--- src/pced_pkg.sv ---
`timescale 1ns / 1ps

package pced_pkg;

  localparam int unsigned ByteW   = 8;
  localparam int unsigned EndW    = 20;
  localparam int unsigned PosW    = 20;
  localparam int unsigned LenW    = 9;
  localparam int unsigned ValLenW = 20;
  localparam int unsigned MaxVarintBytes = 5;

  typedef enum logic [2:0] {
    KIND_HEADER   = 3'd0,
    KIND_KEY      = 3'd1,
    KIND_VALUE    = 3'd2,
    KIND_PAST_END = 3'd3,
    KIND_DROPPED  = 3'd4
  } byte_kind_e;

  typedef struct packed {
    logic [ByteW-1:0] data_byte;
    logic             block_start;
    logic [EndW-1:0]  entries_end;
  } in_item_t;

  typedef struct packed {
    byte_kind_e         byte_kind;
    logic [ByteW-1:0]   byte_out;
    logic [PosW-1:0]    field_position;
    logic [LenW-1:0]    shared_len;
    logic [LenW-1:0]    key_len;
    logic [ValLenW-1:0] value_len;
    logic               header_done;
    logic               entry_last;
    logic               corrupt;
  } out_item_t;

  function automatic logic [LenW-1:0] low_len(logic [31:0] v);
    return v[LenW-1:0];
  endfunction

  function automatic logic [ValLenW-1:0] low_val(logic [31:0] v);
    return v[ValLenW-1:0];
  endfunction

endpackage

--- src/pced_core.sv ---
`timescale 1ns / 1ps

module pced_core import pced_pkg::*; #(
  parameter int unsigned MAX_KEY_BYTES = 256,
  parameter int unsigned OFFSET_BITS   = 20
) (
  input  logic      clk_i,
  input  logic      rst_ni,
  input  logic      step_i,
  input  in_item_t  item_i,
  output out_item_t res_o
);

  localparam int unsigned KeyLenW = $clog2(MAX_KEY_BYTES + 1);
  localparam int unsigned OffW    = OFFSET_BITS;

  typedef enum logic [6:0] {
    PH_IDLE   = 7'b0000001,
    PH_SHARED = 7'b0000010,
    PH_SUFFIX = 7'b0000100,
    PH_VLEN   = 7'b0001000,
    PH_KEY    = 7'b0010000,
    PH_VALUE  = 7'b0100000,
    PH_ERROR  = 7'b1000000
  } phase_e;

  phase_e             phase_q, phase_d;
  logic [31:0]        acc_q, acc_d;
  logic [2:0]         cnt_q, cnt_d;
  logic [KeyLenW-1:0] shared_q, shared_d;
  logic [KeyLenW-1:0] suffix_q, suffix_d;
  logic               key_bad_q, key_bad_d;
  logic [OffW-1:0]    value_q, value_d;
  logic [KeyLenW-1:0] key_len_q, key_len_d;
  logic [KeyLenW-1:0] prev_key_q, prev_key_d;
  logic [OffW-1:0]    left_q, left_d;
  logic [PosW-1:0]    pos_q, pos_d;
  logic [OffW-1:0]    avail_q, avail_d;

  logic [ByteW-1:0]   b;
  logic               blk;
  logic [31:0]        end32;
  phase_e             cur_phase;
  logic [2:0]         cur_cnt;
  logic [OffW-1:0]    cur_avail;
  logic [KeyLenW-1:0] cur_prev;
  logic [31:0]        shifted;
  logic [31:0]        acc_new;
  logic [2:0]         cnt_inc;
  logic [32:0]        key_sum;
  logic [32:0]        pay_sum;
  logic [KeyLenW-1:0] kl_sum;
  logic [OffW-1:0]    left_n;
  logic [31:0]        suffix32;

  assign b        = item_i.data_byte;
  assign blk      = item_i.block_start;
  assign end32    = 32'(item_i.entries_end);
  assign cur_phase = blk ? PH_SHARED : phase_q;
  assign cur_cnt   = blk ? 3'd0 : cnt_q;
  assign cur_avail = blk ? end32[OffW-1:0] : avail_q;
  assign cur_prev  = blk ? '0 : prev_key_q;

  always_comb begin
    case (cur_cnt)
      3'd0:    shifted = {25'd0, b[6:0]};
      3'd1:    shifted = {18'd0, b[6:0], 7'd0};
      3'd2:    shifted = {11'd0, b[6:0], 14'd0};
      3'd3:    shifted = {4'd0, b[6:0], 21'd0};
      default: shifted = {b[3:0], 28'd0};
    endcase
  end

  assign acc_new  = ((cur_cnt == 3'd0) ? 32'd0 : acc_q) | shifted;
  assign cnt_inc  = cur_cnt + 3'd1;
  assign key_sum  = {1'b0, acc_new} + 33'(shared_q);
  assign pay_sum  = {1'b0, acc_new} + 33'(suffix_q);
  assign kl_sum   = shared_q + suffix_q;
  assign left_n   = left_q - OffW'(1);
  assign suffix32 = 32'(suffix_q);

  always_comb begin
    phase_d    = phase_q;
    acc_d      = acc_q;
    cnt_d      = cnt_q;
    shared_d   = shared_q;
    suffix_d   = suffix_q;
    key_bad_d  = key_bad_q;
    value_d    = value_q;
    key_len_d  = key_len_q;
    prev_key_d = prev_key_q;
    left_d     = left_q;
    pos_d      = pos_q;
    avail_d    = avail_q;

    res_o                = '0;
    res_o.byte_kind      = KIND_PAST_END;
    res_o.byte_out       = b;

    if (cur_phase != PH_IDLE) begin
      phase_d    = cur_phase;
      cnt_d      = cur_cnt;
      prev_key_d = cur_prev;
      avail_d    = (cur_avail != '0) ? cur_avail - OffW'(1) : cur_avail;

      if (cur_phase == PH_ERROR) begin
        res_o.byte_kind = KIND_DROPPED;
        res_o.corrupt   = 1'b1;
      end else if (cur_avail == '0) begin
        if (cur_phase == PH_SHARED && cur_cnt == 3'd0) begin
          res_o.byte_kind = KIND_PAST_END;
        end else begin
          phase_d         = PH_ERROR;
          res_o.byte_kind = KIND_DROPPED;
          res_o.corrupt   = 1'b1;
        end
      end else begin
        unique case (cur_phase)
          PH_KEY, PH_VALUE: begin
            res_o.shared_len     = low_len(32'(shared_q));
            res_o.key_len        = low_len(32'(key_len_q));
            res_o.value_len      = low_val(32'(value_q));
            res_o.byte_kind      = (cur_phase == PH_KEY) ? KIND_KEY : KIND_VALUE;
            res_o.field_position = pos_q;
            pos_d                = pos_q + PosW'(1);
            left_d               = left_n;
            if (left_n == '0) begin
              if (cur_phase == PH_KEY && value_q != '0) begin
                phase_d = PH_VALUE;
                left_d  = value_q;
                pos_d   = '0;
              end else begin
                phase_d          = PH_SHARED;
                res_o.entry_last = 1'b1;
              end
            end
          end
          default: begin
            // header varint byte
            acc_d           = acc_new;
            cnt_d           = cnt_inc;
            res_o.byte_kind = KIND_HEADER;
            if (!b[7]) begin
              cnt_d = 3'd0;
              if (cur_phase == PH_SHARED) begin
                shared_d  = acc_new[KeyLenW-1:0];
                key_bad_d = acc_new > 32'(cur_prev);
                phase_d   = PH_SUFFIX;
              end else if (cur_phase == PH_SUFFIX) begin
                suffix_d  = acc_new[KeyLenW-1:0];
                key_bad_d = key_bad_q || (key_sum > 33'(MAX_KEY_BYTES));
                phase_d   = PH_VLEN;
              end else if (key_bad_q || (pay_sum >= 33'(cur_avail))) begin
                phase_d         = PH_ERROR;
                res_o.byte_kind = KIND_DROPPED;
                res_o.corrupt   = 1'b1;
              end else begin
                res_o.header_done = 1'b1;
                res_o.shared_len  = low_len(32'(shared_q));
                res_o.key_len     = low_len(32'(kl_sum));
                res_o.value_len   = low_val(acc_new);
                prev_key_d        = kl_sum;
                key_len_d         = kl_sum;
                value_d           = acc_new[OffW-1:0];
                if (suffix_q != '0) begin
                  phase_d = PH_KEY;
                  left_d  = suffix32[OffW-1:0];
                  pos_d   = low_val(32'(shared_q));
                end else if (acc_new != 32'd0) begin
                  phase_d = PH_VALUE;
                  left_d  = acc_new[OffW-1:0];
                  pos_d   = '0;
                end else begin
                  phase_d          = PH_SHARED;
                  res_o.entry_last = 1'b1;
                end
              end
            end else if (cnt_inc >= 3'(MaxVarintBytes)) begin
              phase_d         = PH_ERROR;
              res_o.byte_kind = KIND_DROPPED;
              res_o.corrupt   = 1'b1;
            end
          end
        endcase
      end
    end
  end

  always_ff @(posedge clk_i or negedge rst_ni) begin
    if (!rst_ni) begin
      phase_q    <= PH_IDLE;
      acc_q      <= '0;
      cnt_q      <= '0;
      shared_q   <= '0;
      suffix_q   <= '0;
      key_bad_q  <= 1'b0;
      value_q    <= '0;
      key_len_q  <= '0;
      prev_key_q <= '0;
      left_q     <= '0;
      pos_q      <= '0;
      avail_q    <= '0;
    end else if (step_i) begin
      phase_q    <= phase_d;
      acc_q      <= acc_d;
      cnt_q      <= cnt_d;
      shared_q   <= shared_d;
      suffix_q   <= suffix_d;
      key_bad_q  <= key_bad_d;
      value_q    <= value_d;
      key_len_q  <= key_len_d;
      prev_key_q <= prev_key_d;
      left_q     <= left_d;
      pos_q      <= pos_d;
      avail_q    <= avail_d;
    end
  end

  a_corrupt_is_dropped: assert property (@(posedge clk_i) disable iff (!rst_ni)
    step_i && res_o.corrupt |-> res_o.byte_kind == KIND_DROPPED)
    else $error("corrupt item not labelled dropped");

  a_error_holds: assert property (@(posedge clk_i) disable iff (!rst_ni)
    step_i && !blk && phase_q == PH_ERROR |=> phase_q == PH_ERROR)
    else $error("error state left without block start");

  a_payload_count: assert property (@(posedge clk_i) disable iff (!rst_ni)
    phase_q == PH_KEY || phase_q == PH_VALUE |-> left_q != '0)
    else $error("payload phase with no bytes left");

  a_done_is_header: assert property (@(posedge clk_i) disable iff (!rst_ni)
    step_i && res_o.header_done |-> res_o.byte_kind == KIND_HEADER && !res_o.corrupt)
    else $error("header done on non-header item");

endmodule

--- src/prefix_compressed_entry_decoder_top.sv ---
`timescale 1ns / 1ps

// Labels the bytes of a prefix-compressed key-value block, one byte per item,
// and reports each entry's shared, key and value lengths plus entry and
// corruption marks. Throughput is one item per clock while the output does
// not stall: the item sits in an input register, one pass of header/payload
// decode logic updates the decoder state and fills the result register, from
// which each result is presented. The per-byte state update is the only loop.
// Stall on the output holds the result register and backs up into the input
// register.

module prefix_compressed_entry_decoder_top import pced_pkg::*; #(
  parameter int unsigned MAX_KEY_BYTES = 256,
  parameter int unsigned OFFSET_BITS   = 20
) (
  input  logic      clk_i,
  input  logic      rst_ni,
  input  logic      in_valid_i,
  output logic      in_stall_o,
  input  in_item_t  in_item_i,
  output logic      out_valid_o,
  input  logic      out_stall_i,
  output out_item_t out_item_o
);

  logic      in_vld_q;
  in_item_t  in_q;
  logic      out_vld_q;
  out_item_t out_q;
  out_item_t res;
  logic      advance;
  logic      step;
  logic      in_take;

  assign advance    = !out_vld_q || !out_stall_i;
  assign step       = in_vld_q && advance;
  assign in_stall_o = in_vld_q && !advance;
  assign in_take    = in_valid_i && !in_stall_o;

  pced_core #(
    .MAX_KEY_BYTES(MAX_KEY_BYTES),
    .OFFSET_BITS  (OFFSET_BITS)
  ) u_core (
    .clk_i (clk_i),
    .rst_ni(rst_ni),
    .step_i(step),
    .item_i(in_q),
    .res_o (res)
  );

  always_ff @(posedge clk_i or negedge rst_ni) begin
    if (!rst_ni) begin
      in_vld_q  <= 1'b0;
      out_vld_q <= 1'b0;
    end else begin
      if (in_take) begin
        in_vld_q <= 1'b1;
      end else if (step) begin
        in_vld_q <= 1'b0;
      end
      if (step) begin
        out_vld_q <= 1'b1;
      end else if (!out_stall_i) begin
        out_vld_q <= 1'b0;
      end
    end
  end

  always_ff @(posedge clk_i) begin
    if (in_take) begin
      in_q <= in_item_i;
    end
    if (step) begin
      out_q <= res;
    end
  end

  assign out_valid_o = out_vld_q;
  assign out_item_o  = out_q;

endmodule
--- config.mk ---
export PLATFORM = sky130hd
export DESIGN_NAME = prefix_compressed_entry_decoder_top
export DESIGN_NICKNAME = d
export VERILOG_FILES = /design/src/pced_pkg.sv /design/src/pced_core.sv /design/src/prefix_compressed_entry_decoder_top.sv
export SDC_FILE = /design/constraint.sdc
export NUM_CORES = 1
export LEC_CHECK = 0
export BUFFER_PORTS_ARGS = -buffer_cell sky130_fd_sc_hd__buf_2
export CORE_UTILIZATION = 40
export DETAILED_ROUTE_END_ITERATION = 12
export GPL_TIMING_DRIVEN = 1
export PLACE_DENSITY = 0.64
export SLEW_MARGIN = 25
export SYNTH_ARGS = -nofsm -noshare
export SYNTH_HDL_FRONTEND = slang
export SYNTH_SLANG_ARGS = --single-unit
--- constraint.sdc ---
create_clock -name clk_i -period 16.19 [get_ports clk_i]
set_input_delay 2.4285 -clock clk_i [delete_from_list [all_inputs] [get_ports clk_i]]
set_output_delay 2.4285 -clock clk_i [all_outputs]
set_load 0.01 [all_outputs]
# [Word-level counts from Yosys, hierarchy flattened]
# Cells that the tools add are included.
[totals] reg_bits=262 latch_bits=0 ramBits=0 romBits=0 inputBits=33 output_inout_bits=74 wordCells=175 n_memories=0
[classes] n_addsub=7 n_mul=0 div=0 n_lt_le_gt_ge=4 n_eq_ne=14 shift=0 n_mux=82 bitwise_logic=9 n_reduce_logical=33
[op_table] op="$mux 20" n=20
[op_table] op="$pmux 32 s4" n=1
[op_table] op="$mux 7" n=12
[op_table] op="$mux 41" n=2
[op_table] op="$mux 40" n=2
[op_table] op="$mux 9" n=8
[op_table] op="$add 32x9->33" n=2
[op_table] op="$mux 3" n=14
[op_table] op="$logic_not 20->1" n=2
[op_table] op="$reduce_bool 20->1" n=2
[op_table] op="$sub 20x1->20 const B" n=2
[op_table] op="$mux 38" n=1
[op_table] op="$ge 33x20->1" n=1
[op_table] op="$gt 33x9->1 const B" n=1
[op_table] op="$gt 32x9->1" n=1
[op_table] op="$mux 32" n=1
[op_table] op="$or 32x32->32" n=1
[op_table] op="$reduce_bool 32->1" n=1
[op_table] op="$add 20x1->20 const B" n=1
[op_table] op="$mux 1" n=18
[op_table] op="$reduce_and 9->1" n=2
[op_table] op="$reduce_and 7->1" n=2
[op_table] op="$mux 6" n=2
[op_table] op="$add 9x9->9" n=1
[op_table] op="other kinds (28)" n=49

# [Depth between registers and ports, before layout]
# Gate-level depths: netlist of the first run.
[depth] depth_word=14 depth_mapped=32 depth_no_buf=25

# [By module]
# From an unflattened synthesis of the first run, not the netlist that was laid out.
[hier_totals] cells_unflattened=1630 area_unflattened_um2=15722.6
[modules_own_cells] module="pced_core" n_inst=1 cells_per_inst=1521 area_each_um2=12597.1 seq_area_each_um2=3980.1
[modules_own_cells] module="prefix_compressed_entry_decoder_top" n_inst=1 cells_per_inst=109 area_each_um2=3125.5 seq_area_each_um2=3083.0

# [Least setup slack after synthesis of the first run]
# No wires, ideal clock.
[synth_timing] path_kind="reg-to-reg" startpoint="register in_q[20] (netlist name)" endpoint="register u_core.left_q[12]" setup_ps=127 arrival_ps=6469 required_time_ps=16063 path_slack_ps=9593 path_stages_with_launch=30 path_buffers=6 period_less_slack_ps=6597 cell_sequence="edfxtp_1 buf_4 clkbuf_1 inv_1 clkbuf_1 nand2_1 ha_1 buf_2 nand2_1 buf_2 mux2i_1 inv_1 ha_1 a21o_1 a31o_2 o211a_1 or2_2 and3_1 xor2_1 ha_1 nand4_1 nor3_1 a2111oi_0 o21ai_0 a221oi_2 o2111a_1 a31oi_2 nor2_2 buf_6 mux2_1"
[synth_via] word_cells_on_any_way=40 cone_classes="add/sub: 1; order compare: 1; eq/ne: 13; mux: 14; bitwise: 3; reduce/logical: 8"
[synth_lines] item="from (decl)" line_no="prefix_compressed_entry_decoder_top.sv:27" rtl="in_item_t in_q;"
[synth_lines] item="from (signal assigned)" line_no="prefix_compressed_entry_decoder_top.sv:71" rtl="in_q <= in_item_i;"
[synth_lines] item="$mux 3 *" line_no="pced_core.sv:60" rtl="assign cur_cnt = blk ? 3'd0 : cnt_q;"
[synth_lines] item="$eq 3x2->1 (tied with other cells)" line_no="pced_core.sv:65" rtl="case (cur_cnt)"
[synth_lines] item="$pmux 32 s4 / $mux 32 (equally long branches)" line_no="pced_core.sv:65, pced_core.sv:74"
[synth_lines] item="$or 32x32->32 *" line_no="pced_core.sv:74" rtl="assign acc_new = ((cur_cnt == 3'd0) ? 32'd0 : acc_q) | shifted;"
[synth_lines] item="via u_core.acc_new[4]" line_no="pced_core.sv:48" rtl="logic [31:0] acc_new;"
[synth_lines] item="$add 32x9->33" line_no="pced_core.sv:77" rtl="assign pay_sum = {1'b0, acc_new} + 33'(suffix_q);"
[synth_lines] item="$ge 33x20->1" line_no="pced_core.sv:153" rtl="end else if (key_bad_q || (pay_sum >= 33'(cur_avail))) begin"
[synth_lines] item="$logic_or 1x1->1" line_no="pced_core.sv:153"
[synth_lines] item="$ne 2x2->1 (no source line)"
[synth_lines] item="$reduce_and 9->1 (no source line) *"
[synth_lines] item="to (signal assigned)" line_no="pced_core.sv:213" rtl="left_q <= left_d;"
[synth_lines] item="to (decl)" line_no="pced_core.sv:36" rtl="logic [OffW-1:0] left_q, left_d;"
# The timed path passes the listed nets; every way through them passes the cells marked *. The select of a mux whose other input is x is not followed.
# A chain may end at the register's enable or synchronous reset.

# [Final worst setup path of the first run]
[layout_timing] startpoint="register in_q[20] (netlist name)" endpoint="register u_core.left_q[2]"
# The elaborated chain is that of the path after synthesis.

==> impl_metrics.sql, run 1 <==
INSERT INTO impl_metrics (metric_group, metric, value, unit) VALUES
('setup_path', 'critPathRequiredTime', '16640', 'ps'),
('outcome', 'status', 'finished, final reports clean', ''),
('timing', 'fmax', '119', 'MHz'),
('finish', 'area_growth_syn_to_layout', '13.6', '%'),
('setup_path', 'critPathSlowestCell', 'sky130_fd_sc_hd__nand2_1', ''),
('clock_network', 'worstSkewPairLatency', '590', 'ps'),
('place', 'pre_cts_slack', '8000', 'ps'),
('setup_path', 'worst_ep_arrival_time', '8830', 'ps'),
('power', 'seq_power_share', '38.5', '%'),
('die', 'die_x', '198', 'um'),
('yosys', 'post_synth_main_area_contributors', 'sky130_fd_sc_hd__dfrtp_1, sky130_fd_sc_hd__edfxtp_1, sky130_fd_sc_hd__ha_1, sky130_fd_sc_hd__nand2_1, sky130_fd_sc_hd__a21oi_1', ''),
('route', 'postRouteWirelength', '47000', 'um'),
('die', 'pin_count', '107', ''),
('die', 'floorplan.core_area', '0.0378', 'mm2'),
('timing', 'finalSetupViolCount', '0', ''),
('yosys', 'postSynthAreaPerCell', '9.85', 'um2'),
('global_route', 'grt_pass1_vias', '12425', ''),
('setup_path', 'endpoint_kind', 'flop', ''),
('die', 'die-height', '198', 'um'),
('setup_path', 'worst_setup_path_startpoint', 'in_q[20]', ''),
('place', 'gp_congestion', '0.960', ''),
('die', 'die_area', '0.0393', 'mm2'),
('clock_network', 'cts_setup_buffers', '0', ''),
('clock_network', 'clock_tree_from_tritoncts', 'built', ''),
('clock_network', 'clock_tree.root_cell', 'sky130_fd_sc_hd__clkbuf_16', ''),
('route', 'drc_errors', '0', ''),
('route', 'total_iterations_of_the_first_detailed_routing_run', '7', ''),
('timing', 'tns', '0', 'ps'),
('global_route', 'largest_net_degree_at_the_start_of_global_routing', '91', ''),
('yosys', 'synth-seq-cells', '261', ''),
('global_route', 'groute.usage.overall', '24.3', '%'),
('clock_network', 'ctsHtreeMaxLevel', '1', ''),
('route', 'drt.antenna.violating_nets', '0', ''),
('setup_path', 'critical_path.reg2reg.startpoint', 'in_q[20]', ''),
('timing', 'tightest_slew', '986', 'ps'),
('timing', 'final_min_period_over_clock_period', '51.8', '%'),
('finish', 'nets', '1753', ''),
('clock_network', 'cts_inserted_buffers', '30', ''),
('power', 'overall_power', '0.00244', 'W'),
('yosys', 'proportion_of_netlist_area_held_by_the_largest_area_contributor', '26.0', '%'),
('yosys', 'syn_inst', '1564', ''),
('timing', 'postLayoutSetupSlackWorst', '7810', 'ps'),
('power', 'power_switching', '0.000904', 'W'),
('setup_path', 'setup.reg_to_reg.worst_slack', '7810', 'ps'),
('setup_path', 'critPathLaunchType', 'flop', ''),
('finish', 'filler_cell_count', '3556', ''),
('yosys', 'most_instantiated_cells_after_synthesis', 'sky130_fd_sc_hd__dfrtp_1, sky130_fd_sc_hd__nand2_1, sky130_fd_sc_hd__nor2_1, sky130_fd_sc_hd__edfxtp_1, sky130_fd_sc_hd__a21oi_1', ''),
('clock_network', 'clkTransAtPathRegs', '70', 'ps'),
('yosys', 'yosysTopAreaCell', 'sky130_fd_sc_hd__dfrtp_1', ''),
('timing', 'setup_repair_after_global_routing_missed_its_margin', 'false', ''),
('yosys', 'synth_async_sr_flop_share', '61.7', '%'),
('yosys', 'mappedNetlistNets', '1667', ''),
('route', 'vias_per_cell', '5.88', ''),
('job', 'max_cap_viol_count', '0', ''),
('timing', 'skew', '14.4', 'ps'),
('yosys', 'synthesis.area', '0.0154', 'mm2'),
('clock_network', 'cts.path.max_buffers', '3', ''),
('global_route', 'grt_pass1_wl', '73200', 'um'),
('power', 'p_comb_share', '31.9', '%'),
('finish', 'layout-drive-gt1-share', '13.6', '%'),
('power', 'power.ir.vdd_worst', '0.0000890', 'V'),
('finish', 'layout.cells.non_filler', '2186', ''),
('yosys', 'yosys_warning_total', '0', ''),
('finish', 'final_util', '46.3', '%'),
('die', 'floorplan.initialDensity', '40.8', '%'),
('place', 'place.detailed.hpwl', '33200', 'um'),
('setup_path', 'setup.worst_path.class', 'reg2reg', ''),
('die', 'placementRows', '71', ''),
('clock_network', 'tritoncts_num_sinks', '261', ''),
('clock_network', 'cts_repair_resize_count', '0', ''),
('timing', 'slew-limit-headroom', '34.2', '%');
## cell type report
cell class	count	area, um2	share of cell area [%]
Timing Repair Buffer	129	717	4.10
Antenna cell	1	2.50	0.0143
Clock inverter	19	246	1.41
Inverter	44	166	0.951
Tap cell	511	639	3.66
Sequential cell	261	7030	40.2
Clock buffer	37	797	4.56
Multi-Input combinational cell	1184	7890	45.1
## power groups by stage
| stage | Combinational (W) | Clock [W] | Sequential [W] |
|---|---|---|---|
| detailed placement | 0.000764 | 0 | 0.000946 |
| CTS | 0.000769 | 0.000736 | 0.000935 |
| finish | 0.000778 | 0.000719 | 0.000939 |
| global route | 0.000866 | 0.000763 | 0.000952 |
| floorplan | 0.000552 | 0 | 0.000897 |
| global placement | 0.000752 | 0 | 0.000944 |
## state kept, by name, summed over array words and instances, names as in the netlist
name,count
in_q,29
in_vld_q,1
out_item_o,71
out_valid_o,1
u_core.acc_q,32
u_core.avail_q,20
u_core.cnt_q,3
u_core.key_bad_q,1
u_core.key_len_q,9
u_core.left_q,20
u_core.phase_q,7
u_core.pos_q,20
u_core.prev_key_q,9
u_core.shared_q,9
u_core.suffix_q,9
u_core.value_q,20
## routing by layer
layer	vias up	GRT usage (%)	part of all wire, %
met3	102	3.61	6.0
met4	0	8.44	3.6
met2	459	39.2	46
met1	6273	33.0	44
met5	-	0	0
li1	6013	-	-
## stage by stage
| stage | hold WS, ps | cell area [um2] |
|---|---|---|
| after global placement | 454 | 16400 |
| after detailed placement | 461 | 16400 |
| after global routing | 487 | 17500 |
| after CTS | 478 | 17500 |
| after floorplan | 424 | 15400 |
| final | 479 | 17500 |
## worst min path at each step
stage	startpoint	endpoint	slack [ps]	cells past startpoint
6_report	u_core.avail_q[15]	u_core.avail_q[15]	480	2
5_1_grt	u_core.acc_q[6]	u_core.acc_q[6]	490	2
4_1_cts	u_core.acc_q[3]	u_core.acc_q[3]	480	2
3_5_place_dp	u_core.acc_q[6]	u_core.acc_q[6]	460	2
3_3_place_gp	u_core.acc_q[2]	u_core.acc_q[2]	450	2
2_1_floorplan	in_q[28]	out_item_o[68]	420	0
## cell families after synthesis
kind of cell | share of synthesized area [%]
AND/OR/NAND/NOR | 17.6
AO/OA/AOI/OAI | 18.1
flip-flops | 45.7
buffers and inverters | 3.30
multiplexers | 5.53
XOR/XNOR | 3.98
adder cells (fa/ha/maj) | 5.83
## cells in the final DEF (no fill, tap or decap), drive strengths merged, types with 7 or more instances in the layout
| cell type | count |
|---|---|
| dfrtp | 160 |
| nand2 | 159 |
| buf | 129 |
| nor2 | 113 |
| o21ai | 107 |
| edfxtp | 100 |
| a21oi | 91 |
| ha | 67 |
| nand3 | 63 |
| nor3 | 50 |
| xnor2 | 49 |
| mux2 | 49 |
| inv | 44 |
| a22o | 38 |
| clkbuf | 37 |
| and2 | 32 |
| a31oi | 31 |
| mux2i | 30 |
| nor4 | 27 |
| xor2 | 21 |
| and3 | 19 |
| nand4 | 19 |
| o21a | 18 |
| a211oi | 17 |
| nor2b | 16 |
| a221oi | 13 |
| a21o | 12 |
| o31ai | 11 |
| clkinv | 10 |
| nand2b | 9 |
| or3 | 8 |
| o211ai | 8 |
| o21bai | 7 |
| a2111oi | 7 |
## critical path, delay by kind of cell (launching register included)
kind / cells / cell delay [ps]
XOR/XNOR: 1 / 150
AND/OR/NAND/NOR: 9 / 2450
multiplexers: 1 / 500
buffers and inverters: 4 / 1650
AO/OA/AOI/OAI: 8 / 2020
adder cells (fa/ha/maj): 3 / 1120
flip-flops: 1 / 320
Note: power is estimated with default switching activity, not from simulation.
==> run 2, diff against run 1 <==
--- a/config.mk
+++ b/config.mk
@@ -9,7 +9,7 @@
 export CORE_UTILIZATION = 40
 export DETAILED_ROUTE_END_ITERATION = 12
 export GPL_TIMING_DRIVEN = 1
-export PLACE_DENSITY = 0.64
+export PLACE_DENSITY = 0.66
 export SLEW_MARGIN = 25
 export SYNTH_ARGS = -nofsm -noshare
 export SYNTH_HDL_FRONTEND = slang
==> constraint.sdc (replaced) <==
create_clock -name clk_i -period 7.6 [get_ports clk_i]
set_input_delay 1.14 -clock clk_i [delete_from_list [all_inputs] [get_ports clk_i]]
set_output_delay 1.14 -clock clk_i [all_outputs]
set_load 0.01 [all_outputs]
==> impl_metrics.sql, run 2 (synthesized netlist as in run 1, its figures left out) <==
INSERT INTO impl_metrics (metric_group, metric, value, unit) VALUES
('power', 'power_switching', '0.00190', 'W'),
('route', 'vias_per_cell', '5.89', ''),
('place', 'count_of_buffers_from_port_buffering', '106', ''),
('clock_network', 'hold_buffers', '0', ''),
('power', 'clock_share_of_power', '27.2', '%'),
('timing', 'final-hold-violation-count', '0', ''),
('power', 'intPower', '0.00316', 'W'),
('worst_hold_path', 'timing.hold.worst.start', 'u_core.acc_q[6]', ''),
('route', 'total_iterations_of_the_first_detailed_routing_run', '5', ''),
('global_route', 'grt_remaining_overflow', '0', ''),
('timing', 'slew_violations', '0', ''),
('die', 'die_x', '198', 'um'),
('clock_network', 'clock_tree_from_tritoncts', 'built', ''),
('clock_network', 'cts_setup_buffers', '0', ''),
('setup_path', 'reg2reg_depth', '26', ''),
('power', 'power.ir.vdd_worst', '0.000198', 'V'),
('route', 'wire_per_inst', '21.2', 'um'),
('power', 'overall_power', '0.00506', 'W'),
('clock_network', 'ctsHtreeMaxLevel', '1', ''),
('die', 'pin_count', '107', ''),
('die', 'floorplan.core_area', '0.0378', 'mm2'),
('clock_network', 'cts.path.max_buffers', '3', ''),
('outcome', 'status', 'finished, final reports clean', ''),
('route', 'initialDrtViolationCount', '1061', ''),
('global_route', 'groute.usage.overall', '23.9', '%'),
('global_route', 'initial_antenna_violation_count', '0', ''),
('place', 'place.detailed.hpwl', '32800', 'um'),
('timing', 'finalSetupViolCount', '0', ''),
('timing', 'skew', '20.9', 'ps'),
('finish', 'antennaDiodeCount', '0', ''),
('timing', 'final.min_clock_period', '6780', 'ps'),
('clock_network', 'cts_inserted_buffers', '29', ''),
('place', 'pre_cts_slack', '930', 'ps'),
('die', 'die_area', '0.0393', 'mm2'),
('setup_path', 'critPathLaunchType', 'flop', ''),
('setup_path', 'critPathSlowestCell', 'sky130_fd_sc_hd__edfxtp_1', ''),
('timing', 'slew-limit-headroom', '34.9', '%'),
('route', 'routed-via-count', '12919', ''),
('global_route', 'grt_pass1_vias', '12560', ''),
('finish', 'final_util', '46.2', '%'),
('finish', 'largest_reg_flops', '71', ''),
('route', 'drt.antenna.violating_nets', '0', ''),
('clock_network', 'clock_tree.root_cell', 'sky130_fd_sc_hd__clkbuf_16', ''),
('setup_path', 'setup.worst_path.class', 'reg2reg', ''),
('worst_hold_path', 'hold_path_depth', '2', ''),
('route', 'postRouteWirelength', '46500', 'um'),
('power', 'seq_power_share', '39.5', '%'),
('finish', 'nets', '1763', ''),
('setup_path', 'cp_slowest_stage_delay', '440', 'ps'),
('timing', 'final_min_period_over_clock_period', '89.2', '%'),
('worst_hold_path', 'hold_path_end', 'u_core.acc_q[6]', ''),
('setup_path', 'critical_path.reg2reg.startpoint', 'in_q[20]', ''),
('timing', 'tns', '0', 'ps'),
('global_route', 'grt_pass1_wl', '72900', 'um'),
('finish', 'layout-drive-gt1-share', '13.7', '%'),
('power', 'switching_share', '37.6', '%'),
('route', 'drc_errors', '0', ''),
('finish', 'area_growth_syn_to_layout', '13.3', '%'),
('setup_path', 'critPathRequiredTime', '8060', 'ps'),
('worst_hold_path', 'worstHoldPathType', 'reg2reg', ''),
('power', 'p_comb_share', '33.3', '%'),
('timing', 'postLayoutSetupSlackWorst', '822', 'ps'),
('global_route', 'largest_net_degree_at_the_start_of_global_routing', '91', ''),
('job', 'max_cap_viol_count', '0', ''),
('clock_network', 'tritoncts_num_sinks', '261', ''),
('die', 'die-height', '198', 'um'),
('timing', 'tightest_slew', '973', 'ps'),
('timing', 'fmax', '148', 'MHz'),
('setup_path', 'endpoint_kind', 'flop', ''),
('die', 'floorplan.initialDensity', '40.8', '%'),
('place', 'gp_congestion', '0.935', ''),
('die', 'placementRows', '71', ''),
('clock_network', 'clkTransAtPathRegs', '60', 'ps'),
('timing', 'setup_repair_after_global_routing_missed_its_margin', 'false', ''),
('setup_path', 'worst_ep_arrival_time', '7240', 'ps'),
('finish', 'final_cell_mix', 'sky130_fd_sc_hd__dfrtp_1, sky130_fd_sc_hd__nand2_1, sky130_fd_sc_hd__nor2_1', ''),
('clock_network', 'worstSkewPairLatency', '590', 'ps'),
('finish', 'layout.cells.most_common', 'sky130_fd_sc_hd__dfrtp_1', ''),
('power', 'power_density', '290', 'mW/mm2'),
('setup_path', 'critical_path_peak_fanout', '23', ''),
('clock_network', 'cts_repair_resize_count', '0', ''),
('setup_path', 'setup.reg_to_reg.worst_slack', '820', 'ps'),
('power', 'power.static_leakage', '7.52', 'nW'),
('finish', 'filler_cell_count', '3594', ''),
('setup_path', 'crit-reg2reg-capture', 'u_core.pos_q[0]', '');
## run 2: cell count changes in the layout (fill, tap and decap cells not counted), sizes merged
cell      previous run  this run
clkinv              10         8
clkbuf              37        45
bufinv               5         1
clkinvlp             4         0
buf                129       140
diode                1         0
## run 2: worst max path at each step
stage               startpoint  cells past startpoint  slack (ps)                end
finish                in_q[20]                     26         820    u_core.pos_q[0]
global route          in_q[20]                     27         400    u_core.pos_q[0]
CTS                   in_q[20]                     26         900    u_core.pos_q[0]
detailed placement    in_q[20]                     26         930   u_core.left_q[9]
global placement      in_q[20]                     27        1090  u_core.left_q[13]
floorplan             in_q[20]                     29        1000  u_core.left_q[12]
## run 2: metrics by stage
step,hold slack [ps],instances,area (um2)
floorplan,424,1564,15400
global placement,455,2140,16500
detailed placement,462,2140,16500
CTS,475,2194,17400
global route,501,2194,17400
finish,474,2194,17400
## run 2: routing by layer
layer	up-vias	track usage [%]	routed length (um)
li1	6025	-	-
met1	6271	31.4	19900
met2	519	39.7	21800
met3	104	3.83	3010
met4	0	8.81	1810
met5	-	0	0
## run 2: cell type report
class / instances / area [um2] / share of cell area, %
multi-input combinational: 1184 / 7890 / 45.2
sequential: 261 / 7030 / 40.3
clock buffer: 45 / 836 / 4.79
timing repair buffer: 140 / 800 / 4.58
tap: 511 / 639 / 3.67
inverter: 44 / 166 / 0.954
clock inverter: 9 / 82.6 / 0.473
## run 2: power groups by stage
stage          combinational (W)  sequential [W]  clock [W]
2_1_floorplan            0.00117         0.00191          0
3_3_place_gp             0.00161         0.00201          0
5_1_grt                  0.00186         0.00203    0.00146
4_1_cts                  0.00167         0.00199    0.00141
3_5_place_dp             0.00166         0.00201          0
6_report                 0.00168         0.00200    0.00138
## run 2: critical path: cells and delay by family (launching register included)
| family | cells | cell delay [ps] |
|---|---|---|
| and+or+nand+nor | 7 | 1250 |
| buffers and inverters | 5 | 940 |
| AOI/OAI and AO/OA | 8 | 2300 |
| muxes | 2 | 580 |
| DFF | 1 | 440 |
| xor gates and xnor gates | 1 | 220 |
| adders and majority gates | 3 | 930 |
